**config.mk**
```make
export PLATFORM = sky130hd
export DESIGN_NAME = cau_step
export DESIGN_NICKNAME = d
export VERILOG_FILES = /design/src/design/cau_pkg.sv /design/src/design/cau_step.sv
export SDC_FILE = /design/constraint.sdc
export NUM_CORES = 1
export LEC_CHECK = 0
export BUFFER_PORTS_ARGS = -buffer_cell sky130_fd_sc_hd__buf_2
export CAP_MARGIN = 10
export CORE_AREA = 2 2 258 260
export DETAILED_ROUTE_END_ITERATION = 8
export DIE_AREA = 0 0 260 262
export PLACE_DENSITY_LB_ADDON = 0.05
export SLEW_MARGIN = 40
export SYNTH_ARGS = -nofsm -noshare
export SYNTH_HDL_FRONTEND = slang
export SYNTH_SLANG_ARGS = --single-unit
```
**constraint.sdc**
```tcl
create_clock -name clk -period 10.2 [get_ports clk]
set_input_delay 0.51 -clock clk [delete_from_list [all_inputs] [get_ports clk]]
set_output_delay 0.51 -clock clk [all_outputs]
set_load 0.05 [all_outputs]
```
**src/design/cau_pkg.sv**
```systemverilog
// Shared types, sizes and helpers for the complex arithmetic unit.
// Used by every module of the block; depends on nothing.
package cau_pkg;

	localparam int DATA_WIDTH = 16;
	localparam int FRAC_BITS  = 8;

	localparam int AW    = DATA_WIDTH + 1;
	localparam int PW    = 2 * DATA_WIDTH;
	localparam int SQW   = 2 * AW;
	localparam int SW    = PW + 1;
	localparam int QW    = DATA_WIDTH + 2;
	localparam int NSTEP = QW;
	localparam int SQRW  = 2 * QW - 1;
	localparam int NW    = SW - 1 + FRAC_BITS;
	localparam int DVW   = PW + QW - 1;
	localparam int DIRW  = SW - FRAC_BITS;

	localparam logic signed [DIRW-1:0] DMAX = DIRW'((64'sd1 <<< (DATA_WIDTH - 1)) - 64'sd1);
	localparam logic signed [DIRW-1:0] DMIN = -DMAX - DIRW'(1);

	typedef enum logic [2:0] {
		OP_ADD  = 3'd0,
		OP_SUB  = 3'd1,
		OP_MUL  = 3'd2,
		OP_DIV  = 3'd3,
		OP_DIST = 3'd4
	} op_t;

	typedef enum logic [1:0] {
		ST_OK   = 2'd0,
		ST_DIVZ = 2'd1,
		ST_SAT  = 2'd2,
		ST_INV  = 2'd3
	} status_t;

	typedef struct packed {
		op_t                    op;
		logic signed [DIRW-1:0] dir_r;
		logic signed [DIRW-1:0] dir_i;
		logic                   zero;
		logic                   neg_r;
		logic                   neg_i;
		logic [NW-1:0]          rem_r;
		logic [NW-1:0]          rem_i;
		logic [QW-1:0]          q_r;
		logic [QW-1:0]          q_i;
		logic [DVW-1:0]         dvs;
		logic [SQRW-1:0]        sq_n;
		logic [SQRW-1:0]        sq_res;
		logic [SQRW-1:0]        sq_bit;
	} step_t;

	function automatic logic [DATA_WIDTH-1:0] sat_val(input logic signed [DIRW-1:0] x);
		if (x > DMAX) return DMAX[DATA_WIDTH-1:0];
		if (x < DMIN) return DMIN[DATA_WIDTH-1:0];
		return x[DATA_WIDTH-1:0];
	endfunction

	function automatic logic is_sat(input logic signed [DIRW-1:0] x);
		return (x > DMAX) || (x < DMIN);
	endfunction

endpackage

```
**src/design/cau_step.sv**
```systemverilog
// One iteration stage: one quotient bit for both divide lanes and one root bit.
// Depends on cau_pkg.
module cau_step import cau_pkg::*; (
	input  logic  clk,
	input  logic  arst_n,
	input  logic  in_valid,
	output logic  in_ready,
	input  step_t in_step,
	output logic  out_valid,
	input  logic  out_ready,
	output step_t out_step
);

	logic  vld_s1;
	step_t step_s1;
	step_t nxt;
	logic  ge_r, ge_i, ge_s;
	logic [SQRW-1:0] trial;

	assign in_ready = !vld_s1 || out_ready;

	always_comb begin
		nxt   = in_step;
		ge_r  = DVW'(in_step.rem_r) >= in_step.dvs;
		ge_i  = DVW'(in_step.rem_i) >= in_step.dvs;
		trial = in_step.sq_res + in_step.sq_bit;
		ge_s  = in_step.sq_n >= trial;
		if (ge_r) nxt.rem_r = in_step.rem_r - in_step.dvs[NW-1:0];
		if (ge_i) nxt.rem_i = in_step.rem_i - in_step.dvs[NW-1:0];
		nxt.q_r = {in_step.q_r[QW-2:0], ge_r};
		nxt.q_i = {in_step.q_i[QW-2:0], ge_i};
		nxt.dvs = in_step.dvs >> 1;
		if (ge_s) begin
			nxt.sq_n   = in_step.sq_n - trial;
			nxt.sq_res = (in_step.sq_res >> 1) + in_step.sq_bit;
		end else begin
			nxt.sq_res = in_step.sq_res >> 1;
		end
		nxt.sq_bit = in_step.sq_bit >> 2;
	end

	always_ff @(posedge clk or negedge arst_n) begin
		if (!arst_n) begin
			vld_s1 <= 1'b0;
		end else if (in_ready) begin
			vld_s1 <= in_valid;
		end
	end

	always_ff @(posedge clk) begin
		if (in_ready && in_valid) step_s1 <= nxt;
	end

	assign out_valid = vld_s1;
	assign out_step  = step_s1;

endmodule

```
# Word-level counts from Yosys, hierarchy flattened
# Cells that the tools add are included.
[totals] output_inout_bits=328 memories=0 ram_bits=0 mem_bits_ro=0 register_bits=324 latchBits=0 in_bits=330
[classes] mux=4 n_div=0 bitwise=0 n_addsub=5 n_mul=0 n_reduce_logical=3 n_shift=0 n_eq_ne=0 n_lt_le_gt_ge=3
[op_table] operator="greater-or-equal comparator 40 x 49 -> 1 bit" count=2
[op_table] operator="two-way mux 40 bit" count=2
[op_table] operator="subtractor 40 bit" count=2
[op_table] operator="adder 34 x 35 -> 35 bit" count=1
[op_table] operator="adder 35 bit" count=1
[op_table] operator="greater-or-equal comparator 35 bit" count=1
[op_table] operator="two-way mux 35 bit" count=1
[op_table] operator="subtractor 35 bit" count=1
[op_table] operator="two-way mux 34 bit" count=1
[op_table] operator="logical AND 1 bit" count=1
[op_table] operator="zero test 1 bit" count=1
[op_table] operator="logical OR 1 bit" count=1

# Longest topological paths before layout
[logic_depth] depth_word=3 mapped_depth=24 mapped_depth_nobuf=22

# Worst setup path before layout
# OpenSTA, ideal clock, no wires.
[synth_timing] kind="register to register" start="register vld_s1, in the netlist out_valid" end="register step_s1 (netlist bit out_step[0]), enable pin" period_less_slack_ps=9158 arrival_time_ps=8433 path_slack_ps=1042 path_stages_with_launch=3 path_buffers=0 setup_ps=725 cell_sequence="dfrtp_1 -> nand2b_1 -> and2_1"
[synth_via] elab_chain_cells=3
[synth_lines] item="from (decl)" line="cau_step.sv:14" rtl="logic vld_s1;"
[synth_lines] item="from (signal assigned)" line="cau_step.sv:46" rtl="vld_s1 <= in_valid;"
[synth_lines] item="zero test 1 bit" line="cau_step.sv:20" rtl="assign in_ready = !vld_s1 || out_ready;"
[synth_lines] item="logical OR 1 bit" line="cau_step.sv:20"
[synth_lines] item="via in_ready" line="cau_step.sv:7" rtl="output logic in_ready,"
[synth_lines] item="logical AND 1 bit" line="cau_step.sv:51" rtl="if (in_ready && in_valid) step_s1 <= nxt;"
[synth_lines] item="to (signal assigned)" line="cau_step.sv:51"
[synth_lines] item="to (decl)" line="cau_step.sv:15" rtl="step_t step_s1;"
# The timed path passes the listed nets, and every way through them passes these cells.
# A chain may end at the register's enable or synchronous reset.

==> out/qor.txt <==
total die area = 0.06812 sq mm
distinct cell type count after synthesis = 79
post-synthesis sequential area ratio = 45.52%
initial core utilization = 32.73%
crit-path max FO = 88
min cycle time layout = 6.258 ns
GRT Residual Overflow = 0
slew of the pin with the lowest slew margin = 0.7629 ns
Inst Count DP = 3587
Crit. Startpoint = in_step[0]
FF-to-FF setup slack = 7.16 ns
setup TNS = 0 ns
Final Net Count = 3285
r2r worst-path depth = 5
ANT nets after route = 0
setup violators final = 0
prevailing post-synth register cell = edfxtp_1
Cells after Synth = 2134
Pwr Density = 178.8 mW/mm^2
CP Capture Point = out_step[53]$_DFFE_PP_
CTS tree = yes
Core Util, Final = 41.18%
Initial DRC Count = 1014
Max-slew headroom = 48.67%
die width = 260 um
CP Capture Type = flop
CP Class = in2reg
# Max-Cap Violations = 0
vias per cell = 5.106
first-pass GRT wire length = 111600 um
Hold Fails Final Rpt = 0
CTS Buffer Depth = 3
reg2reg end = out_step[67]$_DFFE_PP_
syn_area_per_cell = 10.01 sq um
Worst Hold Class = in2reg
CP required = 10.51 ns
initial antenna violation count = 19
drt pass-1 iters = 5
core area = 0.06528 sq mm
final WL = 76330 um
Setup WS post-layout = 3.942 ns
number of remaining DRC errors = 0
fraction of layout cells with a size suffix above 1 = 27.12%
final worst-path cycle share = 61.35%
vias in the first global route = 18630
Routed WL per cell = 20.82 um
IO Count = 658
skew final = 0.02038 ns
top cells by area, synth = edfxtp_1, ha_1, o21ai_0, nand2_1, a21oi_1
port bufs = 652
clock latency on the worst-skew pair = 0.57 ns
Synth Warn # = 0
placed cell areas = 0.02552 sq mm
largest net degree at the start of global routing = 89
via count = 18720
EDFF count, synth = 323
placed wire-length estimate = 62690 um
CP Launch Type = input pin
routability congestion estimate = 0.9101
most frequent cell after synthesis = edfxtp_1
unrepaired setup endpoints after global routing = false
root buf cell = clkbuf_16
area leader, netlist = edfxtp_1
Synth top area share = 45.40%
CTS Buf Count = 41
register bit total from synthesis = 324
max-slew violations = 0
min-delay src = in_step[176]
maximum clock rate = 159.8 MHz
FFs w/ async S/R, synth = 0.3086%
status = completed
Data arrival, critical path = 6.57 ns
Non-Filler Instances = 3667
All-Layer GR Usage = 21.40%
leak pwr = 0.01180 uW
FILL cells = 6598
reg2reg start = out_valid$_DFFE_PN0N_
Die H = 262 um
most frequent cells after synthesis = edfxtp_1, nand2_1, o21ai_0, ha_1, a21oi_1
worst ir drop on vdd = 0.1201 mV
Clock transition at path regs = 0.06 ns
design area = 0.02688 sq mm
post-synth design cell area = 0.02136 sq mm
clock sinks = 324
row count = 94
Max H-tree Level = 2
pre-CTS setup slack = 3.156 ns
Area growth, synth to finish = 25.83%
## cell type report
type / count / area, sq um / share of cell area (%)
clock inverter: 28 / 289.0 / 1.075
inverter: 86 / 322.8 / 1.201
timing repair buffer: 662 / 3364 / 12.52
antenna: 8 / 20.02 / 0.07447
tap: 864 / 1081 / 4.021
multi-input combinational: 1652 / 11050 / 41.09
clock buffer: 43 / 1033 / 3.845
sequential: 324 / 9724 / 36.17
## timing repair
item                      in CTS  in global routing
hold endpoints to repair       1                  0
setup buffers                  0                  0
hold buffers                   1                  0
resized for setup              0                  0
## flip-flops by register name, indices dropped and copies added (netlist names)
name / flops
out_step: 323
out_valid: 1
## metal layers
| layer | part of all wire, % | vias to the layer above | track usage, % |
|---|---|---|---|
| li1 | - | 9257 | - |
| met1 | 42 | 8832 | 26.60 |
| met2 | 49 | 504 | 37.08 |
| met3 | 6.2 | 113 | 4.485 |
| met4 | 2.6 | 18 | 6.785 |
| met5 | 0.14 | - | 0 |
## power breakdown
group | internal [uW] | switching [uW]
clock network | 862 | 596
logic | 536 | 1160
registers | 1620 | 28.4
total | 3020 | 1790
## through the flow
stage	hold slack [ns]	power (uW)
after floorplan	0.2144	2926
after global placement	0.2978	3369
after detailed placement	0.2959	3371
after CTS	0.06049	4860
after global routing	0.06854	5061
final	0.1030	4806
## critical path, cell delays in order
cell and delay, ns:
buf_2 0.09, ha_1 0.18, inv_1 0.06, fa_1 0.40, nor2b_1 0.18, o211ai_1 0.14, a311oi_1 0.45, a311oi_2 0.26
o311ai_1 0.47, nor4b_1 0.11, a211oi_1 0.39, a41o_1 0.26, xnor2_1 0.09, ha_1 0.41, nand2_1 0.15, nor4_1 0.36
a31oi_1 0.21, a21boi_0 0.62, nand2_8 0.40, buf_4 0.42, mux2_2 0.32
## layout by cell type (no fill, tap or decap), drive strengths merged, types with 9 or more instances in the layout
master,Yosys,final
nand2b,26,26
ha,183,183
and2,9,9
o21bai,20,20
inv,86,89
a211oi,18,18
nand2,263,263
xor2,71,71
a311oi,11,11
o21a,20,20
a21oi,176,176
buf,19,661
edfxtp,323,323
o31ai,15,15
clkinv,0,16
nor3,33,33
a31oi,16,16
clkbuf,55,43
nor4,11,11
nand3,38,38
o21ai,238,238
xnor2,91,91
a21boi,13,13
and3,19,19
nor2,112,112
a21o,75,75
nor2b,28,28
nand4,33,33
o211ai,12,12
## cells by family after synthesis
group,share of synthesized area (%)
AND/OR/NAND/NOR,13.32
adder cells (fa/ha/maj),11.19
other,0.01755
XOR/XNOR,6.642
flip-flops,45.52
AO/OA/AOI/OAI,19.92
buffers and inverters,2.958
multiplexers,0.4393
## how the worst min path moves through the flow
stage,end,depth (start not counted)
5_1_grt,out_step[177]$_DFFE_PP_,1
2_1_floorplan,out_valid$_DFFE_PN0N_,0
4_1_cts,out_step[177]$_DFFE_PP_,1
3_5_place_dp,out_valid$_DFFE_PN0N_,1
6_report,out_step[177]$_DFFE_PP_,1
3_3_place_gp,out_valid$_DFFE_PN0N_,1
(Power assumes the default switching activity.)
