[config.mk]
export PLATFORM = sky130hd
export DESIGN_NAME = cau_back
export DESIGN_NICKNAME = d
export VERILOG_FILES = /design/src/design/cau_pkg.sv /design/src/design/cau_back.sv
export SDC_FILE = /design/constraint.sdc
export NUM_CORES = 1
export LEC_CHECK = 0
export BUFFER_PORTS_ARGS = -buffer_cell sky130_fd_sc_hd__buf_2
export CAP_MARGIN = 20
export CORE_AREA = 2 2 140 142
export DETAILED_ROUTE_END_ITERATION = 16
export DIE_AREA = 0 0 142 144
export PLACE_DENSITY_LB_ADDON = 0.05
export SKIP_LAST_GASP = 1
export SYNTH_ARGS = -nofsm -noshare
export SYNTH_HDL_FRONTEND = slang
export SYNTH_SLANG_ARGS = --single-unit
[constraint.sdc]
create_clock -name clk -period 1.6 [get_ports clk]
set_input_delay 0.08 -clock clk [delete_from_list [all_inputs] [get_ports clk]]
set_output_delay 0.08 -clock clk [all_outputs]
set_load 0.05 [all_outputs]
[src/design/cau_pkg.sv]
// Shared types, sizes and helpers for the complex arithmetic unit.
// Used by every module of the block; depends on nothing.
package cau_pkg;

	localparam int DATA_WIDTH = 16;
	localparam int FRAC_BITS  = 8;

	localparam int AW    = DATA_WIDTH + 1;
	localparam int PW    = 2 * DATA_WIDTH;
	localparam int SQW   = 2 * AW;
	localparam int SW    = PW + 1;
	localparam int QW    = DATA_WIDTH + 2;
	localparam int NSTEP = QW;
	localparam int SQRW  = 2 * QW - 1;
	localparam int NW    = SW - 1 + FRAC_BITS;
	localparam int DVW   = PW + QW - 1;
	localparam int DIRW  = SW - FRAC_BITS;

	localparam logic signed [DIRW-1:0] DMAX = DIRW'((64'sd1 <<< (DATA_WIDTH - 1)) - 64'sd1);
	localparam logic signed [DIRW-1:0] DMIN = -DMAX - DIRW'(1);

	typedef enum logic [2:0] {
		OP_ADD  = 3'd0,
		OP_SUB  = 3'd1,
		OP_MUL  = 3'd2,
		OP_DIV  = 3'd3,
		OP_DIST = 3'd4
	} op_t;

	typedef enum logic [1:0] {
		ST_OK   = 2'd0,
		ST_DIVZ = 2'd1,
		ST_SAT  = 2'd2,
		ST_INV  = 2'd3
	} status_t;

	typedef struct packed {
		op_t                    op;
		logic signed [DIRW-1:0] dir_r;
		logic signed [DIRW-1:0] dir_i;
		logic                   zero;
		logic                   neg_r;
		logic                   neg_i;
		logic [NW-1:0]          rem_r;
		logic [NW-1:0]          rem_i;
		logic [QW-1:0]          q_r;
		logic [QW-1:0]          q_i;
		logic [DVW-1:0]         dvs;
		logic [SQRW-1:0]        sq_n;
		logic [SQRW-1:0]        sq_res;
		logic [SQRW-1:0]        sq_bit;
	} step_t;

	function automatic logic [DATA_WIDTH-1:0] sat_val(input logic signed [DIRW-1:0] x);
		if (x > DMAX) return DMAX[DATA_WIDTH-1:0];
		if (x < DMIN) return DMIN[DATA_WIDTH-1:0];
		return x[DATA_WIDTH-1:0];
	endfunction

	function automatic logic is_sat(input logic signed [DIRW-1:0] x);
		return (x > DMAX) || (x < DMIN);
	endfunction

endpackage

[src/design/cau_back.sv]
// Result stage: signs the quotients, clamps, sets status, holds the output item.
// Depends on cau_pkg.
module cau_back import cau_pkg::*; (
	input  logic                  clk,
	input  logic                  arst_n,
	input  logic                  in_valid,
	output logic                  in_ready,
	input  step_t                 in_step,
	output logic                  out_valid,
	input  logic                  out_ready,
	output logic [DATA_WIDTH-1:0] res_r,
	output logic [DATA_WIDTH-1:0] res_i,
	output status_t               status
);

	logic                  vld_s1;
	logic [DATA_WIDTH-1:0] rr_s1, ri_s1;
	status_t               st_s1;

	logic signed [DIRW-1:0] vr, vi;
	logic [DATA_WIDTH-1:0]  nr, ni;
	status_t                st;

	assign in_ready = !vld_s1 || out_ready;

	always_comb begin
		vr = '0;
		vi = '0;
		st = ST_OK;
		case (in_step.op)
			OP_ADD, OP_SUB, OP_MUL: begin
				vr = in_step.dir_r;
				vi = in_step.dir_i;
			end
			OP_DIV: begin
				if (in_step.zero) begin
					st = ST_DIVZ;
				end else begin
					vr = in_step.neg_r ? -DIRW'(in_step.q_r) : DIRW'(in_step.q_r);
					vi = in_step.neg_i ? -DIRW'(in_step.q_i) : DIRW'(in_step.q_i);
				end
			end
			OP_DIST: begin
				vr = DIRW'(in_step.sq_res[QW-1:0]);
			end
			default: begin
				st = ST_INV;
			end
		endcase
		nr = '0;
		ni = '0;
		if (st == ST_OK) begin
			nr = sat_val(vr);
			ni = sat_val(vi);
			if (is_sat(vr) || is_sat(vi)) st = ST_SAT;
		end
	end

	always_ff @(posedge clk or negedge arst_n) begin
		if (!arst_n) begin
			vld_s1 <= 1'b0;
		end else if (in_ready) begin
			vld_s1 <= in_valid;
		end
	end

	always_ff @(posedge clk) begin
		if (in_ready && in_valid) begin
			rr_s1 <= nr;
			ri_s1 <= ni;
			st_s1 <= st;
		end
	end

	assign out_valid = vld_s1;
	assign res_r     = rr_s1;
	assign res_i     = ri_s1;
	assign status    = st_s1;

	a_inv_zero: assert property (@(posedge clk) disable iff (!arst_n)
		vld_s1 && st_s1 == ST_INV |-> rr_s1 == '0 && ri_s1 == '0)
		else $error("invalid operation gave nonzero result");

	a_divz_zero: assert property (@(posedge clk) disable iff (!arst_n)
		vld_s1 && st_s1 == ST_DIVZ |-> rr_s1 == '0 && ri_s1 == '0)
		else $error("zero divisor gave nonzero result");

	a_dist_imag: assert property (@(posedge clk) disable iff (!arst_n)
		in_ready && in_valid && in_step.op == OP_DIST |=> ri_s1 == '0)
		else $error("distance gave nonzero imaginary part");

endmodule

Word level (Yosys, flattened, before mapping)
Index checks and enable logic that the tools add are counted.

Equal/unequal tests: 4. Muxes and demuxes: 28. Reduce and logical (&&, ||, !) cells: 10. $add $sub $neg: 2. $lt $le $gt $ge: 4.

Operators with widths (count): two-way mux 16 bit (8); two-way mux 25 bit (4); one-hot mux 25 bit (3 select lines) (1); > comparator 25 x 16 -> 1 bit, second input constant (2); < comparator 25 x 16 -> 1 bit, second input constant (2); negator 18 -> 25 bit (2); one-hot mux 25 bit (2 select lines) (1); two-way mux 1 bit (11); == test 3 x 2 -> 1 bit, second input constant (2); logical OR 1 bit (4); two-way mux 2 bit (2); one-hot mux 2 bit (2 select lines) (1); OR reduction 4 bit (1); == test 3 x 1 -> 1 bit, second input constant (1); == test 3 bit, second input constant (1); logical NOT 3 bit (1); OR reduction 3 bit (1); logical NOT 2 bit (1); logical AND 1 bit (1); logical NOT 1 bit (1).

Register bits after elaboration: 35. Input bits: 330. Output and inout port bits: 36. Word-level logic and storage cells: 52.

Logic depth before layout (Yosys ltp)
Depth after elaboration: 11. Mapped depth: 10. Depth with buffers taken out: 9.

Least setup slack after synthesis
OpenSTA, ideal clock, no wires.

Path kind: input to register. Start point: input in_step[180] (netlist name). End point: register st_s1[1] (netlist: status[1]), data pin. Data arrival time: 2.177 ns. Cell stages on the path: 7. Required time: 1.334 ns. Setup slack: -0.843 ns. Cells stage by stage: or4_4 -> or4_4 -> o31ai_4 -> xor2_1 -> o21ai_2 -> a31oi_2 -> or3b_1.

Longest elaborated chain between the ends: 9.

Ends and longest elaborated chain: start: declaration (RTL line cau_back.sv:8) `input step_t in_step,`; negator 18 -> 25 bit (RTL line cau_back.sv:39) `vr = in_step.neg_r ? -DIRW'(in_step.q_r) : DIRW'(in_step.q_r);`; two-way mux 25 bit * (RTL line cau_back.sv:39); two-way mux 25 bit * (RTL line cau_back.sv:36) `if (in_step.zero) begin`; one-hot mux 25 bit (3 select lines) * (RTL line cau_back.sv:30) `case (in_step.op)`; > comparator 25 x 16 -> 1 bit or < comparator 25 x 16 -> 1 bit (tied branches) (RTL line cau_pkg.sv:61) `return (x > DMAX) || (x < DMIN);`; logical OR 1 bit * (RTL line cau_pkg.sv:61); logical OR 1 bit * (RTL line cau_back.sv:55) `if (is_sat(vr) || is_sat(vi)) st = ST_SAT;`; two-way mux 2 bit * (RTL line cau_back.sv:55); two-way mux 2 bit * (RTL line cau_back.sv:52) `if (st == ST_OK) begin`; named net st[1] (RTL line cau_back.sv:22) `status_t st;`; end signal: assignment (RTL line cau_back.sv:71) `st_s1 <= st;`; end: declaration (RTL line cau_back.sv:18) `status_t st_s1;`.

Mark *: on every way through the listed nets, which the timed path passes. The rest lies on a longest branch. A chain may end at the register's enable or synchronous reset.

Final worst setup path
Start point: input in_step[180] (netlist name). End point: register rr_s1[6] (netlist: res_r[6]), data pin.

Longest elaborated chain between the ends: 10.

Ends and longest elaborated chain: negator 18 -> 25 bit (RTL line cau_back.sv:39); two-way mux 25 bit * (RTL line cau_back.sv:39); two-way mux 25 bit * (RTL line cau_back.sv:36); one-hot mux 25 bit (3 select lines) * (RTL line cau_back.sv:30); < comparator 25 x 16 -> 1 bit (RTL line cau_pkg.sv:56) `if (x < DMIN) return DMIN[DATA_WIDTH-1:0];`; two-way mux 1 bit (2 in a row) (RTL line cau_pkg.sv:56); two-way mux 1 bit (RTL line cau_back.sv:52); two-way mux 16 bit (RTL line cau_pkg.sv:57) `return x[DATA_WIDTH-1:0];`; two-way mux 16 bit * (RTL line cau_pkg.sv:56); end signal: assignment (RTL line cau_back.sv:69) `rr_s1 <= nr;`; end: declaration (RTL line cau_back.sv:17) `logic [DATA_WIDTH-1:0] rr_s1, ri_s1;`.

Every way passes the cells marked *; elsewhere a longest branch is shown, timed or not. The select of a mux whose other input is x is not followed.

==> qor.yml <==
status: "complete, but fails checks"
violations: "setup timing"
instances_no_fill: 796
cp_cell_sequence: "buf_6 > or4_4 > or4_4 > o31ai_4 > xor2_1 > o21ai_2 > a31oi_2 > buf_6 > o21ai_0"
routed_via_density: 4.39
clockBufferDepth: 2
dp_cells: 777
root_buffer: "clkbuf_16"
ys_warn_count: 0
clock.fmax_mhz: 442
rows: 51
hpwl_um: 12200
synthCells: 301
total_power_mw: 3.51
r2r_setup_slack_ns: 0.43
diodes: 0
synth_edf_count: 34
r2r-end: "res_i[9]"
overflow: 0
fp.dieH_um: 144
hold_path.class: "input pin to register"
path_buf_inv: 2
io_buffers: 149
p_leak_nw: 2.09
yosysSeqAreaShare_pct: 36.9
htreeDepth: 2
drt-total-wl_um: 14600
worst_pin_slew_ns: 0.507
fin_hold_ws_ns: 0.0633
die_area_um2: 20400
crit_fanout: 15
post_dp_cell_area_um2: 4680
power-per-cell-area_nw_per_um2: 688
nets: 889
yosysUniqueCellTypes: 56
grt_first_pass_wirelength_um: 21400
io_pins: 366
max_slew_margin_pct: 65.8
synth-seq-cells: 35
period_share_pct: 141
globalplace.congestion: 0.806
ys.flop_type: "edfxtp_1"
layout-drive-gt1-share_pct: 57.2
synth_area_um2: 2830
critical_path_class: "input pin to register"
async_flop_share_pct: 2.86
fp.dieW_um: 142
postLayoutCellArea_um2: 5100
synth_common_cells: "43 x o21ai_0, 34 x edfxtp_1, 25 x xnor2_1"
final_core_util_pct: 26.7
grt_max_degree: 35
routed-via-count: 3493
slew_violations: 0
crit_path_end_kind: "register"
dp_slack_ns: -1.12
startpoint_type: "input pin"
clock_skew_ns: 0.00566
path_delay_family: "simple AND/OR/NAND/NOR gates"
rsz0062_at_grt: "true"
worst_r2r_path_depth: 3
core_area_um2: 19100
slowest_stage: "or4_4"
antenna_found_initial: 0
grt_usage_pct: 14.2
wl_met2_um: 6280
finalSetupViolCount: 31
holdPathStages: 3
wl_met1_um: 7570
yosysTopAreaCellShare_pct: 36.0
r2r_start: "out_valid"
maxCapViolations: 0
syn_to_final_growth_pct: 80.0
layout_min_cycle_time_ns: 2.26
wl_met3_um: 698
post_drt_wl_per_cell_um: 18.4
clkSlewWorstSetupHoldPaths_ns: 0.06
synth_top_area_cell: "edfxtp_1"
min_to: "out_valid"
worstSkewPairLatency_ns: 0.29
setup_slack_ns: -0.664
yosysMostFrequentCell: "o21ai_0"
required_ns: 1.62
hold_violations: 0
grt_pass1_vias: 3582
drt_pre_antenna_iters: 5
ant_nets: 0
top_layer_used: "met4"
hp-start: "out_ready"
initialDrtViolationCount: 205
tritoncts: "yes"
ir_drop_uv: 308
cts_buffers: 5
synth_nets: 633
critPathMaxStageDelay_ns: 0.54
cp_data_arrival_time_ns: 2.29
setup-tns-final_ns: -16.65
start_util_pct: 14.9
synthTopCellsByArea: "edfxtp_1 36%, xnor2_1 7.7%, o21ai_0 7.6%, a222oi_1 4.9%, a22oi_1 4.5%"
cts.sinks: 35
syn_avg_cell_area_um2: 9.42
drc: 0
flip-flops by register name (all words and copies together) (netlist names):
name,count
res_i,16
res_r,16
out_valid,1
status,2
cell usage in the layout (no fill, tap or decap), types with 4 or more instances in the layout:
cell       count
buf_4        104
buf_6         11
buf_2        146
nand2_1       16
a22oi_1       17
nor3_1         6
o21ai_0       27
clkbuf_16      5
o21ai_2       13
or4_4          4
o31ai_1        6
nor2b_1        4
or4_1          5
a222oi_1      14
edfxtp_1      34
o41ai_1        5
inv_1          4
nand3_1        5
nand3b_1       4
nor2_1        15
nand4_1        9
o21ai_1        6
xnor2_1       25
or3_1          5
worst max-delay path by stage:
stage | startpoint | end | cells past startpoint
detailed placement | in_step[180] | status[1] | 10
global route | in_step[180] | res_r[5] | 9
floorplan | in_step[180] | status[1] | 7
finish | in_step[180] | res_r[6] | 9
CTS | in_step[180] | res_r[5] | 9
global placement | in_step[180] | status[1] | 10
area by class of cell:
| cell class | instances | area (um2) |
|---|---|---|
| Clock buffer | 5 | 125 |
| Multi-Input combinational cell | 244 | 1900 |
| Timing Repair Buffer | 265 | 1690 |
| Fill cell | 2071 | 14000 |
| Tap cell | 238 | 298 |
| Sequential cell | 35 | 1050 |
| Clock inverter | 3 | 20.0 |
| Inverter | 6 | 22.5 |
cells by family after synthesis:
kind of cell | share of synthesized area [%]
buffers and inverters | 3.31
adders and majority gates | 0.883
muxes | 1.85
AOI/OAI and AO/OA | 28.6
and+or+nand+nor | 20.1
xor gates and xnor gates | 8.34
DFF | 36.9
worst reg2reg max path, delay by kind of cell (launching register included):
family	cells	cell delay, ns
flops	1	0.40
simple gates	2	0.23
buf+inv	1	0.21
routing by layer:
layer,track usage [%],vias up
met5,0,-
met4,2.53,0
met3,3.08,4
met2,20.8,100
met1,21.3,1649
li1,-,1740
where the power goes:
group	internal [mW]	leakage, nW	switching (mW)
combinational	0.559	1.69	0.792
sequential	1.12	0.333	0.0390
clock	0.575	0.0658	0.431
total	2.25	2.09	1.26
repair_timing:
action	in CTS	in global routing
buffers inserted	8	4
setup endpoints to repair	32	32
hold buffers	2	0
hold endpoints to repair	2	0
pin swaps	9	5
gates resized for setup	38	16
Note: power is estimated with default switching activity, not from simulation.
